[src/itps_pkg.sv]
// ----------------------------------------------------------------------------
// itps_pkg
// Types and constants shared by the transport-protocol frame segmenter.
// ----------------------------------------------------------------------------
package itps_pkg;

    localparam int unsigned DATA_W  = 8;
    localparam int unsigned LEN_W   = 12;
    localparam int unsigned FRAME_W = 64;
    localparam int unsigned POS_W   = 3;
    localparam int unsigned SEQ_W   = 4;

    // Protocol control nibbles and limits
    localparam logic [3:0]       PCI_FIRST  = 4'h1;
    localparam logic [3:0]       PCI_CONSEC = 4'h2;
    localparam logic [LEN_W-1:0] SF_MAX     = 12'd7;
    localparam logic [LEN_W-1:0] FF_DATA    = 12'd6;
    localparam logic [POS_W-1:0] POS_LAST   = 3'd7;
    localparam logic [POS_W-1:0] POS_SF     = 3'd1;
    localparam logic [POS_W-1:0] POS_FF     = 3'd2;

    typedef enum logic [1:0] {
        KIND_SINGLE = 2'd0,
        KIND_FIRST  = 2'd1,
        KIND_CONSEC = 2'd2
    } t_frame_kind;

    // One registered input request
    typedef struct packed {
        logic [DATA_W-1:0] data_byte;
        logic [LEN_W-1:0]  message_length;
    } t_item;

    // Input stage towards frame builder
    typedef struct packed {
        logic  valid;
        t_item item;
    } t_stage;

endpackage

[src/itps_if.sv]
// ----------------------------------------------------------------------------
// itps_in_if / itps_out_if
// Valid/ready channels for payload bytes in and frames out.
// ----------------------------------------------------------------------------
interface itps_in_if;
    logic        valid;
    logic        ready;
    logic [7:0]  data_byte;
    logic [11:0] message_length;

    modport source (output valid, output data_byte, output message_length, input ready);
    modport sink   (input valid, input data_byte, input message_length, output ready);
endinterface

interface itps_out_if;
    logic        valid;
    logic        ready;
    logic [63:0] frame_bytes;
    logic [1:0]  frame_kind;
    logic        last_frame;

    modport source (output valid, output frame_bytes, output frame_kind,
                    output last_frame, input ready);
    modport sink   (input valid, input frame_bytes, input frame_kind,
                    input last_frame, output ready);
endinterface

[src/iso_tp_frame_segmenter.sv]
// ----------------------------------------------------------------------------
// iso_tp_frame_segmenter
// Splits a byte stream into 8-byte transport-protocol frames.
// ----------------------------------------------------------------------------
// Usage:
//   i_req carries one payload byte per request, with message_length sampled
//   only on the first byte of a message (a zero length drops that byte).
//   o_rsp carries complete frames: the eight frame bytes (byte 0 in the top
//   bits), the frame kind and a last-frame flag.
//   Messages of 1..7 bytes give one single frame; longer messages give a
//   first frame followed by consecutive frames with a wrapping sequence.
// Throughput and path:
//   One byte is taken every cycle while i_req.ready is high. A frame reaches
//   o_rsp through the input register and then the frame builder, whose result
//   register drives o_rsp.
// Reset:
//   Synchronous, active low; no message is open and both channels are empty.
// Stalls:
//   While o_rsp is held off, bytes that do not complete a frame still flow
//   in; a byte that would finish the next frame waits in the input register
//   and i_req.ready drops until the output register is freed.
// ----------------------------------------------------------------------------
module iso_tp_frame_segmenter
    import itps_pkg::*;
(
    input  logic              i_clk,
    input  logic              i_rst_n,
    itps_in_if.sink           i_req,
    itps_out_if.source        o_rsp
);

    t_item       req_item;
    t_stage      stage;
    logic        take;
    t_frame_kind frame_kind;

    assign req_item.data_byte      = i_req.data_byte;
    assign req_item.message_length = i_req.message_length;

    itps_in_reg u_in_reg (
        .i_clk   (i_clk),
        .i_rst_n (i_rst_n),
        .i_valid (i_req.valid),
        .o_ready (i_req.ready),
        .i_item  (req_item),
        .o_stage (stage),
        .i_take  (take)
    );

    itps_frame_build u_frame_build (
        .i_clk         (i_clk),
        .i_rst_n       (i_rst_n),
        .i_stage       (stage),
        .o_take        (take),
        .o_valid       (o_rsp.valid),
        .i_ready       (o_rsp.ready),
        .o_frame_bytes (o_rsp.frame_bytes),
        .o_frame_kind  (frame_kind),
        .o_last_frame  (o_rsp.last_frame)
    );

    assign o_rsp.frame_kind = frame_kind;

endmodule

[src/itps_in_reg.sv]
// ----------------------------------------------------------------------------
// itps_in_reg
// Input register: captures one byte request per cycle while o_ready is high and hands it on.
// ----------------------------------------------------------------------------
module itps_in_reg
    import itps_pkg::*;
(
    input  logic   i_clk,
    input  logic   i_rst_n,
    input  logic   i_valid,
    output logic   o_ready,
    input  t_item  i_item,
    output t_stage o_stage,
    input  logic   i_take
);

    logic  r_valid;
    t_item r_item;

    // Accept when empty or when the held request moves on this cycle
    assign o_ready = !r_valid || i_take;

    // Hold the valid flag
    always_ff @(posedge i_clk) begin
        if (!i_rst_n) begin
            r_valid <= 1'b0;
        end else if (o_ready) begin
            r_valid <= i_valid;
        end
    end

    // Capture the payload
    always_ff @(posedge i_clk) begin
        if (o_ready && i_valid) begin
            r_item <= i_item;
        end
    end

    assign o_stage.valid = r_valid;
    assign o_stage.item  = r_item;

endmodule

[src/itps_frame_build.sv]
// ----------------------------------------------------------------------------
// itps_frame_build
// Frame assembly state and result register: places each byte into the
// frame being filled and loads complete frames into the output register.
// ----------------------------------------------------------------------------
module itps_frame_build
    import itps_pkg::*;
(
    input  logic               i_clk,
    input  logic               i_rst_n,
    input  t_stage             i_stage,
    output logic               o_take,
    output logic               o_valid,
    input  logic               i_ready,
    output logic [FRAME_W-1:0] o_frame_bytes,
    output t_frame_kind        o_frame_kind,
    output logic               o_last_frame
);

    logic [LEN_W-1:0]   r_remaining, n_remaining;
    logic [LEN_W-1:0]   r_held,      n_held;
    logic [FRAME_W-1:0] r_buf,       n_buf;
    logic [POS_W-1:0]   r_pos,       n_pos;
    logic [SEQ_W-1:0]   r_seq,       n_seq;

    logic               r_out_valid;
    logic [FRAME_W-1:0] r_out_bytes;
    t_frame_kind        r_out_kind;
    logic               r_out_last;

    logic               msg_open;
    logic               is_sf;
    logic               drop;
    logic [LEN_W-1:0]   len;
    logic [LEN_W-1:0]   base_rem;
    logic [LEN_W-1:0]   base_held;
    logic [FRAME_W-1:0] base_buf;
    logic [POS_W-1:0]   base_pos;
    logic [SEQ_W-1:0]   base_seq;
    logic [FRAME_W-1:0] buf_w;
    logic [LEN_W-1:0]   rem_dec;
    logic               done;
    logic               emit;
    logic               advance;
    t_frame_kind        kind;

    // Open a new message when nothing is outstanding
    assign len      = i_stage.item.message_length;
    assign msg_open = (r_remaining == '0);
    assign is_sf    = (len <= SF_MAX);
    assign drop     = msg_open && (len == '0);

    always_comb begin
        if (msg_open) begin
            base_rem  = len;
            base_held = len;
            if (is_sf) begin
                base_buf = {len[7:0], 56'd0};
                base_pos = POS_SF;
                base_seq = r_seq;
            end else begin
                base_buf = {PCI_FIRST, len, 48'd0};
                base_pos = POS_FF;
                base_seq = SEQ_W'(1);
            end
        end else begin
            base_rem  = r_remaining;
            base_held = r_held;
            base_buf  = r_buf;
            base_pos  = r_pos;
            base_seq  = r_seq;
        end
    end

    // Place the byte at its slot and count it off
    assign buf_w   = base_buf | ({56'd0, i_stage.item.data_byte}
                                 << {(POS_LAST - base_pos), 3'b000});
    assign rem_dec = base_rem - LEN_W'(1);
    assign done    = (rem_dec == '0);
    assign emit    = !drop && ((base_pos == POS_LAST) || done);

    always_comb begin
        if (base_held <= SF_MAX) begin
            kind = KIND_SINGLE;
        end else if ((base_held - rem_dec) == FF_DATA) begin
            kind = KIND_FIRST;
        end else begin
            kind = KIND_CONSEC;
        end
    end

    // Advance unless a frame is due and the output register cannot take it
    assign advance = i_stage.valid && (!emit || !r_out_valid || i_ready);
    assign o_take  = advance;

    // Next frame state
    always_comb begin
        n_remaining = r_remaining;
        n_held      = r_held;
        n_buf       = r_buf;
        n_pos       = r_pos;
        n_seq       = r_seq;
        if (advance && !drop) begin
            n_remaining = rem_dec;
            if (!emit) begin
                n_held = base_held;
                n_buf  = buf_w;
                n_pos  = base_pos + POS_W'(1);
                n_seq  = base_seq;
            end else if (done) begin
                n_held = '0;
                n_buf  = '0;
                n_pos  = '0;
                n_seq  = base_seq;
            end else begin
                n_held = base_held;
                n_buf  = {PCI_CONSEC, base_seq, 56'd0};
                n_pos  = POS_SF;
                n_seq  = base_seq + SEQ_W'(1);
            end
        end
    end

    always_ff @(posedge i_clk) begin
        if (!i_rst_n) begin
            r_remaining <= '0;
            r_held      <= '0;
            r_buf       <= '0;
            r_pos       <= '0;
            r_seq       <= '0;
        end else begin
            r_remaining <= n_remaining;
            r_held      <= n_held;
            r_buf       <= n_buf;
            r_pos       <= n_pos;
            r_seq       <= n_seq;
        end
    end

    // Result register: load a finished frame, drop the flag once taken
    always_ff @(posedge i_clk) begin
        if (!i_rst_n) begin
            r_out_valid <= 1'b0;
        end else if (advance && emit) begin
            r_out_valid <= 1'b1;
        end else if (i_ready) begin
            r_out_valid <= 1'b0;
        end
    end

    always_ff @(posedge i_clk) begin
        if (advance && emit) begin
            r_out_bytes <= buf_w;
            r_out_kind  <= kind;
            r_out_last  <= done;
        end
    end

    assign o_valid       = r_out_valid;
    assign o_frame_bytes = r_out_bytes;
    assign o_frame_kind  = r_out_kind;
    assign o_last_frame  = r_out_last;

endmodule

[src/flat_wrapper.sv]
// flat-port wrapper written by rule: the top's interface ports become plain ports
module iso_tp_frame_segmenter_flat import itps_pkg::*;
  (i_clk, i_rst_n, i_req_valid, i_req_data_byte, i_req_message_length, i_req_ready, o_rsp_valid, o_rsp_frame_bytes, o_rsp_frame_kind, o_rsp_last_frame, o_rsp_ready);
  itps_in_if i_req_i ();
  itps_out_if o_rsp_i ();
  input  logic i_clk;
  input  logic i_rst_n;
  input wire logic [$bits(i_req_i.valid)-1:0] i_req_valid;
  input wire logic [$bits(i_req_i.data_byte)-1:0] i_req_data_byte;
  input wire logic [$bits(i_req_i.message_length)-1:0] i_req_message_length;
  output wire logic [$bits(i_req_i.ready)-1:0] i_req_ready;
  output wire logic [$bits(o_rsp_i.valid)-1:0] o_rsp_valid;
  output wire logic [$bits(o_rsp_i.frame_bytes)-1:0] o_rsp_frame_bytes;
  output wire logic [$bits(o_rsp_i.frame_kind)-1:0] o_rsp_frame_kind;
  output wire logic [$bits(o_rsp_i.last_frame)-1:0] o_rsp_last_frame;
  input wire logic [$bits(o_rsp_i.ready)-1:0] o_rsp_ready;
  assign i_req_i.valid = i_req_valid;
  assign i_req_i.data_byte = i_req_data_byte;
  assign i_req_i.message_length = i_req_message_length;
  assign i_req_ready = i_req_i.ready;
  assign o_rsp_valid = o_rsp_i.valid;
  assign o_rsp_frame_bytes = o_rsp_i.frame_bytes;
  assign o_rsp_frame_kind = o_rsp_i.frame_kind;
  assign o_rsp_last_frame = o_rsp_i.last_frame;
  assign o_rsp_i.ready = o_rsp_ready;
  iso_tp_frame_segmenter u_core (.i_clk(i_clk), .i_rst_n(i_rst_n), .i_req(i_req_i), .o_rsp(o_rsp_i));
endmodule
[config.mk]
export PLATFORM = sky130hd
export DESIGN_NAME = iso_tp_frame_segmenter_flat
export DESIGN_NICKNAME = d
export VERILOG_FILES = /design/src/itps_pkg.sv /design/src/itps_if.sv /design/src/iso_tp_frame_segmenter.sv /design/src/itps_in_reg.sv /design/src/itps_frame_build.sv /design/src/flat_wrapper.sv
export SDC_FILE = /design/constraint.sdc
export NUM_CORES = 1
export LEC_CHECK = 0
export ABC_AREA = 1
export BUFFER_PORTS_ARGS = -buffer_cell sky130_fd_sc_hd__buf_2
export CORE_MARGIN = 3
export CORE_UTILIZATION = 60
export DETAILED_ROUTE_END_ITERATION = 10
export GPL_TIMING_DRIVEN = 0
export PLACE_DENSITY = 0.81
export RECOVER_POWER = 50
export SYNTH_ARGS = -nofsm -noshare
export SYNTH_HDL_FRONTEND = slang
export SYNTH_SLANG_ARGS = --single-unit
[constraint.sdc]
create_clock -name i_clk -period 13 [get_ports i_clk]
set_input_delay 2.6 -clock i_clk [delete_from_list [all_inputs] [get_ports i_clk]]
set_output_delay 2.6 -clock i_clk [all_outputs]
set_load 0.05 [all_outputs]
**Word-level counts from Yosys, hierarchy flattened**

Index checks and enable logic that the tools add are counted.

- Bits in latches: 0
- Bits in writable memories: 0
- Memory bits (read-only): 0
- Register bits: 184
- Memories: 0
- Input port bits: 24

- Magnitude comparators: 2
- Equality and inequality tests: 2
- $mul: 0
- $add $sub $neg: 5
- Div/mod/pow operators: 0
- Reduce and logical (&&, ||, !) cells: 18
- Shifts and indexed selects: 1
- Muxes and demuxes: 19
- Bitwise gates (word level): 1

Operators by type and width:

| operator | count |
|---|---|
| two-way mux 64 bit | 3 |
| OR 64 bit | 1 |
| left shift 8 x 6 -> 64 bit | 1 |
| two-way mux 62 bit | 1 |
| two-way mux 12 bit | 4 |
| logical NOT 12 bit | 3 |
| less-or-equal comparator 12 x 3 -> 1 bit, second input constant | 2 |
| two-way mux 4 bit | 4 |
| equality test 12 x 3 -> 1 bit, second input constant | 1 |
| subtractor 12 x 1 -> 12 bit, second input constant | 1 |
| subtractor 12 bit | 1 |
| logical AND 1 bit | 6 |
| two-way mux 3 bit | 2 |
| adder 4 x 1 -> 4 bit, second input constant | 1 |
| logical NOT 1 bit | 4 |
| logical OR 1 bit | 4 |
| two-way mux 2 bit | 2 |
| adder 3 x 1 -> 3 bit, second input constant | 1 |
| equality test 3 bit, second input constant | 1 |
| two-way mux 1 bit | 3 |
| subtractor 3 bit, first input constant | 1 |
| nonzero test 2 bit | 1 |

**Depth between registers and ports, before layout**

Gate-level depths: netlist of the first run.

- Depth after elaboration: 12
- Depth in mapped cells: 29
- Mapped depth without buffers: 28

**Cells and area by module**

Synthesis of the first run repeated with hierarchy kept, for this count alone.

- Cells, all modules: 1214
- Area, all modules: 9146.3 sq um

Modules (own cells, without submodules):

| module | area each (sq um) | cells an instance | times used |
|---|---|---|---|
| itps_frame_build | 8486.9 | 1186 | 1 |
| itps_in_reg | 659.4 | 28 | 1 |

**Worst setup path after synthesis of the first run**

No wires, ideal clock.

- Kind: input to output
- Start: input o_rsp_ready
- End: output i_req_ready
- Cell stages on the path: 4
- Data arrival time: 3211 ps
- Path slack: 7189 ps
- Buffers on the path: 0
- Path through: inv_1 nand2_1 inv_1 nand3_1

- Cells in the longest elaborated chain, start to end: 3

RTL lines:

| what | line | text |
|---|---|---|
| from (decl) | flat_wrapper.sv:16 | `input wire logic [$bits(o_rsp_i.ready)-1:0] o_rsp_ready;` |
| logical OR 1 bit | itps_frame_build.sv:93 | `assign advance = i_stage.valid && (!emit \|\| !r_out_valid \|\| i_ready);` |
| logical AND 1 bit | itps_frame_build.sv:93 |  |
| logical OR 1 bit | itps_in_reg.sv:21 | `assign o_ready = !r_valid \|\| i_take;` |
| to (decl) | flat_wrapper.sv:11 | `output wire logic [$bits(i_req_i.ready)-1:0] i_req_ready;` |

Every way passes these cells.

**Worst setup path in the final report of the first run**

- Start: register u_core.u_frame_build.r_remaining[4]
- End: output i_req_ready

- Cells in the longest elaborated chain, start to end: 11
- Elaborated cells on any way between the ends: 15

RTL lines:

| what | line | text |
|---|---|---|
| from (decl) | itps_frame_build.sv:20 | `logic [LEN_W-1:0] r_remaining, n_remaining;` |
| from (signal assigned) | itps_frame_build.sv:132 | `r_remaining <= n_remaining;` |
| logical NOT 12 bit | itps_frame_build.sv:49 | `assign msg_open = (r_remaining == '0);` |
| two-way mux 12 bit | itps_frame_build.sv:54 | `if (msg_open) begin` |
| subtractor 12 x 1 -> 12 bit | itps_frame_build.sv:78 | `assign rem_dec = base_rem - LEN_W'(1);` |
| logical NOT 12 bit | itps_frame_build.sv:79 | `assign done = (rem_dec == '0);` |
| logical OR 1 bit | itps_frame_build.sv:80 | `assign emit = !drop && ((base_pos == POS_LAST) \|\| done);` |
| logical AND 1 bit * | itps_frame_build.sv:80 |  |
| logical NOT 1 bit * | - |  |
| logical OR 1 bit * (2 in a row) | itps_frame_build.sv:93 |  |
| logical AND 1 bit * | itps_frame_build.sv:93 |  |
| logical OR 1 bit * | itps_in_reg.sv:21 |  |

Every way passes the cells marked *; elsewhere a longest branch is shown, timed or not.

==> metrics.md, run 1 <==
| Metric | Value |
|---|---|
| Status | `completed` |
| Slew Limit Fails | `0` |
| Reg area | `about 4600 sq um` |
| Cts hold-fix bufs | `0` |
| DIE HEIGHT | `126 um` |
| Slowest stage cell, crit path | `clkbuf_1` |
| Post-Synthesis Cells | `1,024` |
| Core area | `about 14,000 sq um` |
| Sequential fraction of the synthesis area | `0.523` |
| Root buffer selected by CTS | `clkbuf_16` |
| Post-CTS Setup Bufs | `0` |
| Port-buffer cells | `92` |
| Tcrit/Tclk final | `0.594` |
| GPL Wtd Cong | `approximately 0.95` |
| Final #Nets | `1,177` |
| Min Hold Slack | `roughly 0.46 ns` |
| Clock-pin slew on the worst setup and hold paths | `roughly 0.060 ns` |
| Post-Route Setup TNS | `0 ns` |
| Min Tclk post-route | `~7.7 ns` |
| CP arrival | `5.12 ns` |
| NetSw | `about 450 uW` |
| Placed wire-length estimate | `between 15,000 and 20,000 um` |
| Critical path's largest stage delay | `between 0.6 and 0.7 ns` |
| Worst-path cell chain | `inv_1 > nand2_1 > nor2_1 > clkbuf_1 > nand2_1 > nor2_1 > a21oi_1 > clkinv_1 > clkbuf_1 > ha_1 > ha_1 > inv_1 > a21oi_1 > nand3_1 > buf_2` |
| Headroom to the max-slew limit | `0.397` |
| CP Launch Type | `register` |
| Via count | `~7,600` |
| Clock sinks | `between 150 and 200` |
| Initial Util | `0.620` |
| Remaining Overflow, GRT | `0` |
| Post-Syn Area | `roughly 8700 sq um` |
| CP endpoint kind | `output pin` |
| Ys flop type | `dfxtp_1` |
| # IOs | `93` |
| Max-Cap Viols | `0` |
| Iteration-0 DRC Markers | `slightly below 900` |
| Overall global routing resource usage | `0.284` |
| # setup viols final | `0` |
| Pwr dens | `between 150 and 200 nW/um^2` |
| Power share of the clock group | `0.348` |
| Final core area utilization | `0.700` |
| Antenna-violating nets left | `0` |
| Layout Skew | `~0.0079 ns` |
| Leakage | `3.77 nW` |
| Synth area leaders | `edfxtp_1, dfxtp_1, nand2_1` |
| DRT Wirelength | `between 20,000 and 25,000 um` |
| Largest net degree at the start of global routing | `42` |
| Worst hold path type | `reg -> reg` |
| EDFF count, synth | `just under 90` |
| Die footprint | `roughly 16,000 sq um` |
| Yosys cell types | `41` |
| Via density | `about 5.7` |
| Layout area overhead | `12.9%` |
| Syn Nets | `1,065` |
| CTS Buffer Depth | `2` |
| Comb power frac | `0.219` |
| Die Width | `between 100 and 150 um` |
| Drt wl/cell | `approximately 17 um` |
| Drt pass-1 iters | `6` |
| Synthesis Warnings | `0` |
| Syn avg cell area | `around 8.5 sq um` |
| CP Data Required Time | `about 10 ns` |
| CP Max Fanout | `10` |
| Seq cells post-synth | `184` |
| RSZ-0062 raised after global routing | `false` |
| # H-tree levels | `4` |
| Final hold vios | `0` |
| Number of diodes | `0` |
| Post-cts sizing count | `0` |
| Worst VDD drop | `0.0981 mV` |
| Flop pwr share | `0.434` |
| Share of cells above drive strength 1 | `0.111` |
| Initial antenna violation count | `0` |
| Clk_lat worst skew | `about 0.43 ns` |
| Residual DRC count | `0` |
| Max Clock Freq | `130 MHz` |
| First-pass GRT wire length | `36,000 um` |
| Top cells by count, synth | `nand2_1, dfxtp_1, edfxtp_1` |
| Number of fill cells | `1,145` |
| Critical path type | `reg -> out` |
| Async SR Flop Fraction | `0` |
| Most frequent cell after synthesis | `nand2_1` |
| Overall Power | `~1.5 mW` |
| CTS Buf Count | `17` |
| Row count | `43` |
| Vias in the first global route | `7,219` |
| Multi-input gate area | `3530 sq um` |
| Worst-margin pin slew | `0.903 ns` |
| Int Pwr | `between 1 and 1.5 mW` |
| Share of the synthesized area in the top cell type | `0.300` |
| Sw Share | `0.306` |
| Area leader, netlist | `edfxtp_1` |
| CTS tree | `built` |
per-stage QoR:
stage	std cells	cell area, sq um	setup WS, ns
after floorplan	1024	8700	7.19
after global placement	1296	9390	7.00
after detailed placement	1297	9410	6.95
after CTS	1329	9990	6.46
after global routing	1329	9830	4.92
final	1329	9830	5.28
final cells by class:
cell class,instances,share of cell area
repair buffers,93,0.0402
flip-flops and latches,184,0.463
multi-input cells,715,0.359
plain buffers,50,0.0267
clock inverters,10,0.0120
well taps,180,0.0229
inverters,75,0.0286
clock buffers,22,0.0472
layout by cell type, fill, tap and decap left out, types with 19 or more instances in the layout:
master,instances
inv_1,65
nand3_1,51
o21ai_0,80
buf_2,26
nor2_1,84
a21oi_1,74
nand2_1,309
nand2_2,19
dfxtp_1,97
edfxtp_1,87
clkbuf_1,111
cells by family (layout without fill, tap and decap cells):
kind of cell               Yosys count  in the layout  synth area share
AOI/OAI and AO/OA                  190            190             0.122
buffers and inverters              125            250            0.0664
adders and majority gates           17             17            0.0244
and+or+nand+nor                    497            497             0.253
xor gates and xnor gates            11             11            0.0111
DFF                                184            184             0.523
path summary, 6_finish.rpt:
kind | start | to | slack [ns] | cells past startpoint
setup / recovery | u_core.u_frame_build.r_remaining[4]$_SDFFE_PN0P_ | i_req_ready | 5.28 | 15
hold reg to reg | u_core.u_frame_build.r_buf[15]$_SDFFE_PN0P_ | u_core.u_frame_build.r_buf[15]$_SDFFE_PN0P_ | 0.46 | 2
setup reg to reg | u_core.u_frame_build.r_remaining[4]$_SDFFE_PN0P_ | u_core.u_frame_build.o_frame_bytes[16]$_DFFE_PP_ | 7.00 | 19
hold / removal | u_core.u_frame_build.r_buf[15]$_SDFFE_PN0P_ | u_core.u_frame_build.r_buf[15]$_SDFFE_PN0P_ | 0.46 | 2
critical path, delay by kind of cell (launching register included):
kind | cells | cell delay, ns
flops | 1 | 0.31
buf+inv | 6 | 1.67
simple gates | 5 | 1.63
compound gates | 2 | 0.65
fa+ha+maj | 2 | 0.42
power groups by stage:
stage / registers (mW) / logic (mW) / clock network (mW)
after floorplan: 0.653 / 0.243 / 0
after global routing: 0.644 / 0.360 / 0.540
after global placement: 0.654 / 0.314 / 0
final: 0.642 / 0.324 / 0.515
after CTS: 0.642 / 0.324 / 0.515
after detailed placement: 0.654 / 0.321 / 0
metal layers:
metal,track usage,part of all wire
met1,0.359,0.38
met2,0.467,0.48
met3,0.0619,0.096
met4,0.133,0.037
met5,0,0
registers in the layout, summed over array words and instances, names as in the netlist:
name                                count
u_core.u_frame_build.o_frame_kind       2
u_core.u_frame_build.r_seq              4
u_core.u_in_reg.r_valid                 1
u_core.u_in_reg.o_stage                20
u_core.u_frame_build.o_valid            1
u_core.u_frame_build.o_frame_bytes     64
u_core.u_frame_build.o_last_frame       1
u_core.u_frame_build.r_remaining       12
u_core.u_frame_build.r_pos              3
u_core.u_frame_build.r_buf             64
u_core.u_frame_build.r_held            12
Power figures use the tool's default switching activity.
==> inputs of run 2 (changes only) <==
--- a/config.mk
+++ b/config.mk
@@ -5,13 +5,13 @@
 export SDC_FILE = /design/constraint.sdc
 export NUM_CORES = 1
 export LEC_CHECK = 0
-export ABC_AREA = 1
+export ABC_AREA = 0
 export BUFFER_PORTS_ARGS = -buffer_cell sky130_fd_sc_hd__buf_2
 export CORE_MARGIN = 3
-export CORE_UTILIZATION = 60
+export CORE_UTILIZATION = 58
 export DETAILED_ROUTE_END_ITERATION = 10
 export GPL_TIMING_DRIVEN = 0
-export PLACE_DENSITY = 0.81
+export PLACE_DENSITY = 0.79
 export RECOVER_POWER = 50
 export SYNTH_ARGS = -nofsm -noshare
 export SYNTH_HDL_FRONTEND = slang
==> constraint.sdc (replaced) <==
create_clock -name i_clk -period 8.1 [get_ports i_clk]
set_input_delay 1.62 -clock i_clk [delete_from_list [all_inputs] [get_ports i_clk]]
set_output_delay 1.62 -clock i_clk [all_outputs]
set_load 0.05 [all_outputs]
==> run 2 against run 1 <==
Compared with the run above:
- the run now ends with max-capacitance violations, max-slew violations left
- hold slack lost 0.0091 ns
- register-to-register slack lost 5.6 ns
- flip-flop and latch count is the same
- synthesized area shrank 6.2%
- sequential share of layout area grew 2.6 points
- non-clock buffer count shrank 2
- cell count shrank 21%
- critical path depth grew 3
==> metrics.md, run 2 <==
| Metric | Value |
|---|---|
| Commonest non-fill, non-tap cell in the layout | `dfxtp_1` |
| EDFF count, synth | `87` |
| Number of diodes | `0` |
| Drt wl/cell | `between 15 and 20 um` |
| CP Launch Type | `register` |
| DIE HEIGHT | `between 100 and 150 um` |
| Overall global routing resource usage | `0.264` |
| Headroom to the max-slew limit | `-0.0787` |
| Vias in the first global route | `6,143` |
| Min-delay src | `u_core.u_frame_build.r_held[9]$_SDFFE_PN0P_` |
| Remaining Overflow, GRT | `0` |
| Initial antenna violation count | `0` |
| Commonest non-fill, non-tap cells in the layout | `dfxtp_1, clkbuf_1, edfxtp_1, a22o_1, nor2_1` |
| Drt pass-1 iters | `5` |
| Area leader, netlist | `edfxtp_1` |
| Largest net degree at the start of global routing | `41` |
| Slew Limit Fails | `11` |
| Via density | `6.23` |
| Synth area leaders | `edfxtp_1, dfxtp_1, a22o_1` |
| Layout Skew | `about 0.011 ns` |
| Max-Cap Viols | `1` |
| Critical path type | `reg -> out` |
| CP Max Fanout | `19` |
| Final hold vios | `0` |
| # H-tree levels | `4` |
| Clock sinks | `184` |
| GPL Wtd Cong | `about 0.95` |
| Die Width | `between 100 and 150 um` |
| Root buffer selected by CTS | `clkbuf_16` |
| Via count | `~6,500` |
| Post-cts sizing count | `0` |
| Worst hold path type | `reg -> reg` |
| Post-CTS Setup Bufs | `0` |
| Top cells by count, synth | `dfxtp_1, edfxtp_1, a22o_1` |
| Residual DRC count | `0` |
| DRT Wirelength | `20,900 um` |
| Ys flop type | `dfxtp_1` |
| # setup viols final | `0` |
| CP arrival | `5.92 ns` |
| Placed Area | `about 9000 sq um` |
| Core area | `13,500 sq um` |
| Async SR Flop Fraction | `0` |
| Clock-pin slew on the worst setup and hold paths | `0.07 ns` |
| Iteration-0 DRC Markers | `843` |
| Post-Synthesis Cells | `745` |
| R2r setup slk | `between 1 and 1.5 ns` |
| R2R depth | `19` |
| Layout area overhead | `13.9%` |
| Tcrit/Tclk final | `0.930` |
| Cts hold-fix bufs | `0` |
| Synthesis Warnings | `0` |
| Status | `complete, but fails checks` |
| Sequential fraction of the synthesis area | `0.558` |
| Seq cells post-synth | `between 150 and 200` |
| CTS Buffer Depth | `2` |
| Worst-margin pin slew | `~1.6 ns` |
| CP Data Required Time | `between 6 and 7 ns` |
| Worst Hold Endpoint | `u_core.u_frame_build.r_held[9]$_SDFFE_PN0P_` |
| First-pass GRT wire length | `32,800 um` |
| Row count | `42` |
| Leakage | `~3.7 nW` |
| Share of the synthesized area in the top cell type | `0.320` |
| Post-Syn Area | `between 8000 and 9000 sq um` |
| CTS tree | `built` |
| RSZ-0062 raised after global routing | `false` |
| Failing checks | `max-capacitance violations, max-slew violations` |
| Syn Nets | `slightly below 800` |
| Share of cells above drive strength 1 | `0.116` |
| Final Instance Area | `approximately 9300 sq um` |
| Overall Power | `between 3 and 4 mW` |
| CTS Buf Count | `17` |
| Worst VDD drop | `around 0.17 mV` |
| Die footprint | `approximately 16,000 sq um` |
| Pwr dens | `~340 nW/um^2` |
| Number of fill cells | `1,023` |
| CP endpoint kind | `output pin` |
| Yosys cell types | `71` |
| Syn avg cell area | `approximately 11 sq um` |
| Port-buffer cells | `92` |
| Origin of the critical flop-to-flop path | `u_core.u_frame_build.r_remaining[0]$_SDFFE_PN0P_` |
| Clk_lat worst skew | `about 0.43 ns` |
| Final #Nets | `898` |
| Worst hold path depth | `2` |
| # IOs | `between 90 and 100` |
| Min Tclk post-route | `7.54 ns` |
| Reg2reg end | `u_core.u_frame_build.r_held[5]$_SDFFE_PN0P_` |
| Initial Util | `0.605` |
| Max Clock Freq | `133 MHz` |
| Most frequent cell after synthesis | `dfxtp_1` |
| Placed wire-length estimate | `14,900 um` |
| Antenna-violating nets left | `0` |
run 2: cell types whose count changed in the layout (fill, tap and decap cells not counted), moves of 9 or more:
cell	delta
or3_1	+9
a21oi_2	-16
a21boi_0	+15
clkbuf_1	-20
nand2_2	-19
nand3_1	-33
and3_1	+9
inv_1	-44
clkbuf_2	+9
nand2_1	-253
nor2_1	-17
and2_1	+12
a22o_1	+72
o21ai_0	-68
run 2: layout make-up:
class | instances | area [sq um] | share of cell area
Sequential cell | 184 | 4550 | 0.490
Multi-Input combinational cell | 492 | 3240 | 0.348
Clock buffer | 21 | 450 | 0.0484
Timing Repair Buffer | 94 | 410 | 0.0441
Buffer | 47 | 258 | 0.0277
Tap cell | 176 | 220 | 0.0237
Clock inverter | 11 | 91.3 | 0.00982
Inverter | 21 | 78.8 | 0.00848
run 2: worst max-delay path, cell delays in order (launching register included):
cell and delay, ns:
dfxtp_1 0.35, or4_1 0.52, clkbuf_1 0.21, nor4_4 0.41, buf_4 0.33, clkbuf_2 0.32
clkbuf_1 0.45, a21oi_1 0.20, ha_1 0.30, or2_2 0.29, o221ai_1 0.42, nand3_1 0.16
nor4_2 0.40, nand4_4 0.23, inv_1 0.17, nor2_2 0.08, nor3_1 0.35, inv_1 0.07
buf_2 0.22
run 2: cell families after synthesis:
kind of cell               share of synthesized area
buffers and inverters                         0.0441
and+or+nand+nor                                0.144
adders and majority gates                     0.0261
muxes                                        0.00858
DFF                                            0.558
AOI/OAI and AO/OA                              0.203
xor gates and xnor gates                      0.0166
run 2: worst max path at each step:
stage                     slack [ns]  cells past startpoint                                                  to                                              from
final                           0.56                     18                                         i_req_ready  u_core.u_frame_build.r_remaining[0]$_SDFFE_PN0P_
after global routing            0.22                     18                                         i_req_ready  u_core.u_frame_build.r_remaining[0]$_SDFFE_PN0P_
after CTS                       0.09                     19                                         i_req_ready  u_core.u_frame_build.r_remaining[0]$_SDFFE_PN0P_
after detailed placement        0.59                     19                                         i_req_ready  u_core.u_frame_build.r_remaining[0]$_SDFFE_PN0P_
after global placement         -1.30                     17  u_core.u_frame_build.o_frame_kind[0]$_SDFFCE_PP0P_  u_core.u_frame_build.r_remaining[0]$_SDFFE_PN0P_
after floorplan                 0.61                     19     u_core.u_frame_build.o_frame_bytes[0]$_DFFE_PP_  u_core.u_frame_build.r_remaining[0]$_SDFFE_PN0P_
run 2: metal layers:
layer / wire (um) / up-vias / global-route usage / part of all wire
met1: 9100 / 3135 / 0.367 / 0.44
met5: 0 / - / 0 / 0
met2: 9720 / 337 / 0.420 / 0.47
li1: - / 3004 / - / -
met3: 1600 / 42 / 0.0489 / 0.077
met4: 441 / 0 / 0.0870 / 0.021
run 2: where the power goes:
group,switching (mW),internal [mW]
registers,0.0604,1.06
logic,0.790,0.463
clock network,0.364,0.408
run 2: stage by stage:
step            util  worst slack (ns)  TNS [ns]  hold slack (ns)  instances
3_3_place_gp   0.655             -1.30    -86.45            0.439       1013
3_5_place_dp   0.658             0.595         0            0.445       1015
2_1_floorplan      -             0.608         0            0.430        745
4_1_cts        0.698            0.0898         0            0.454       1047
6_report       0.689             0.564         0            0.453       1046
5_1_grt        0.689             0.223         0            0.471       1046
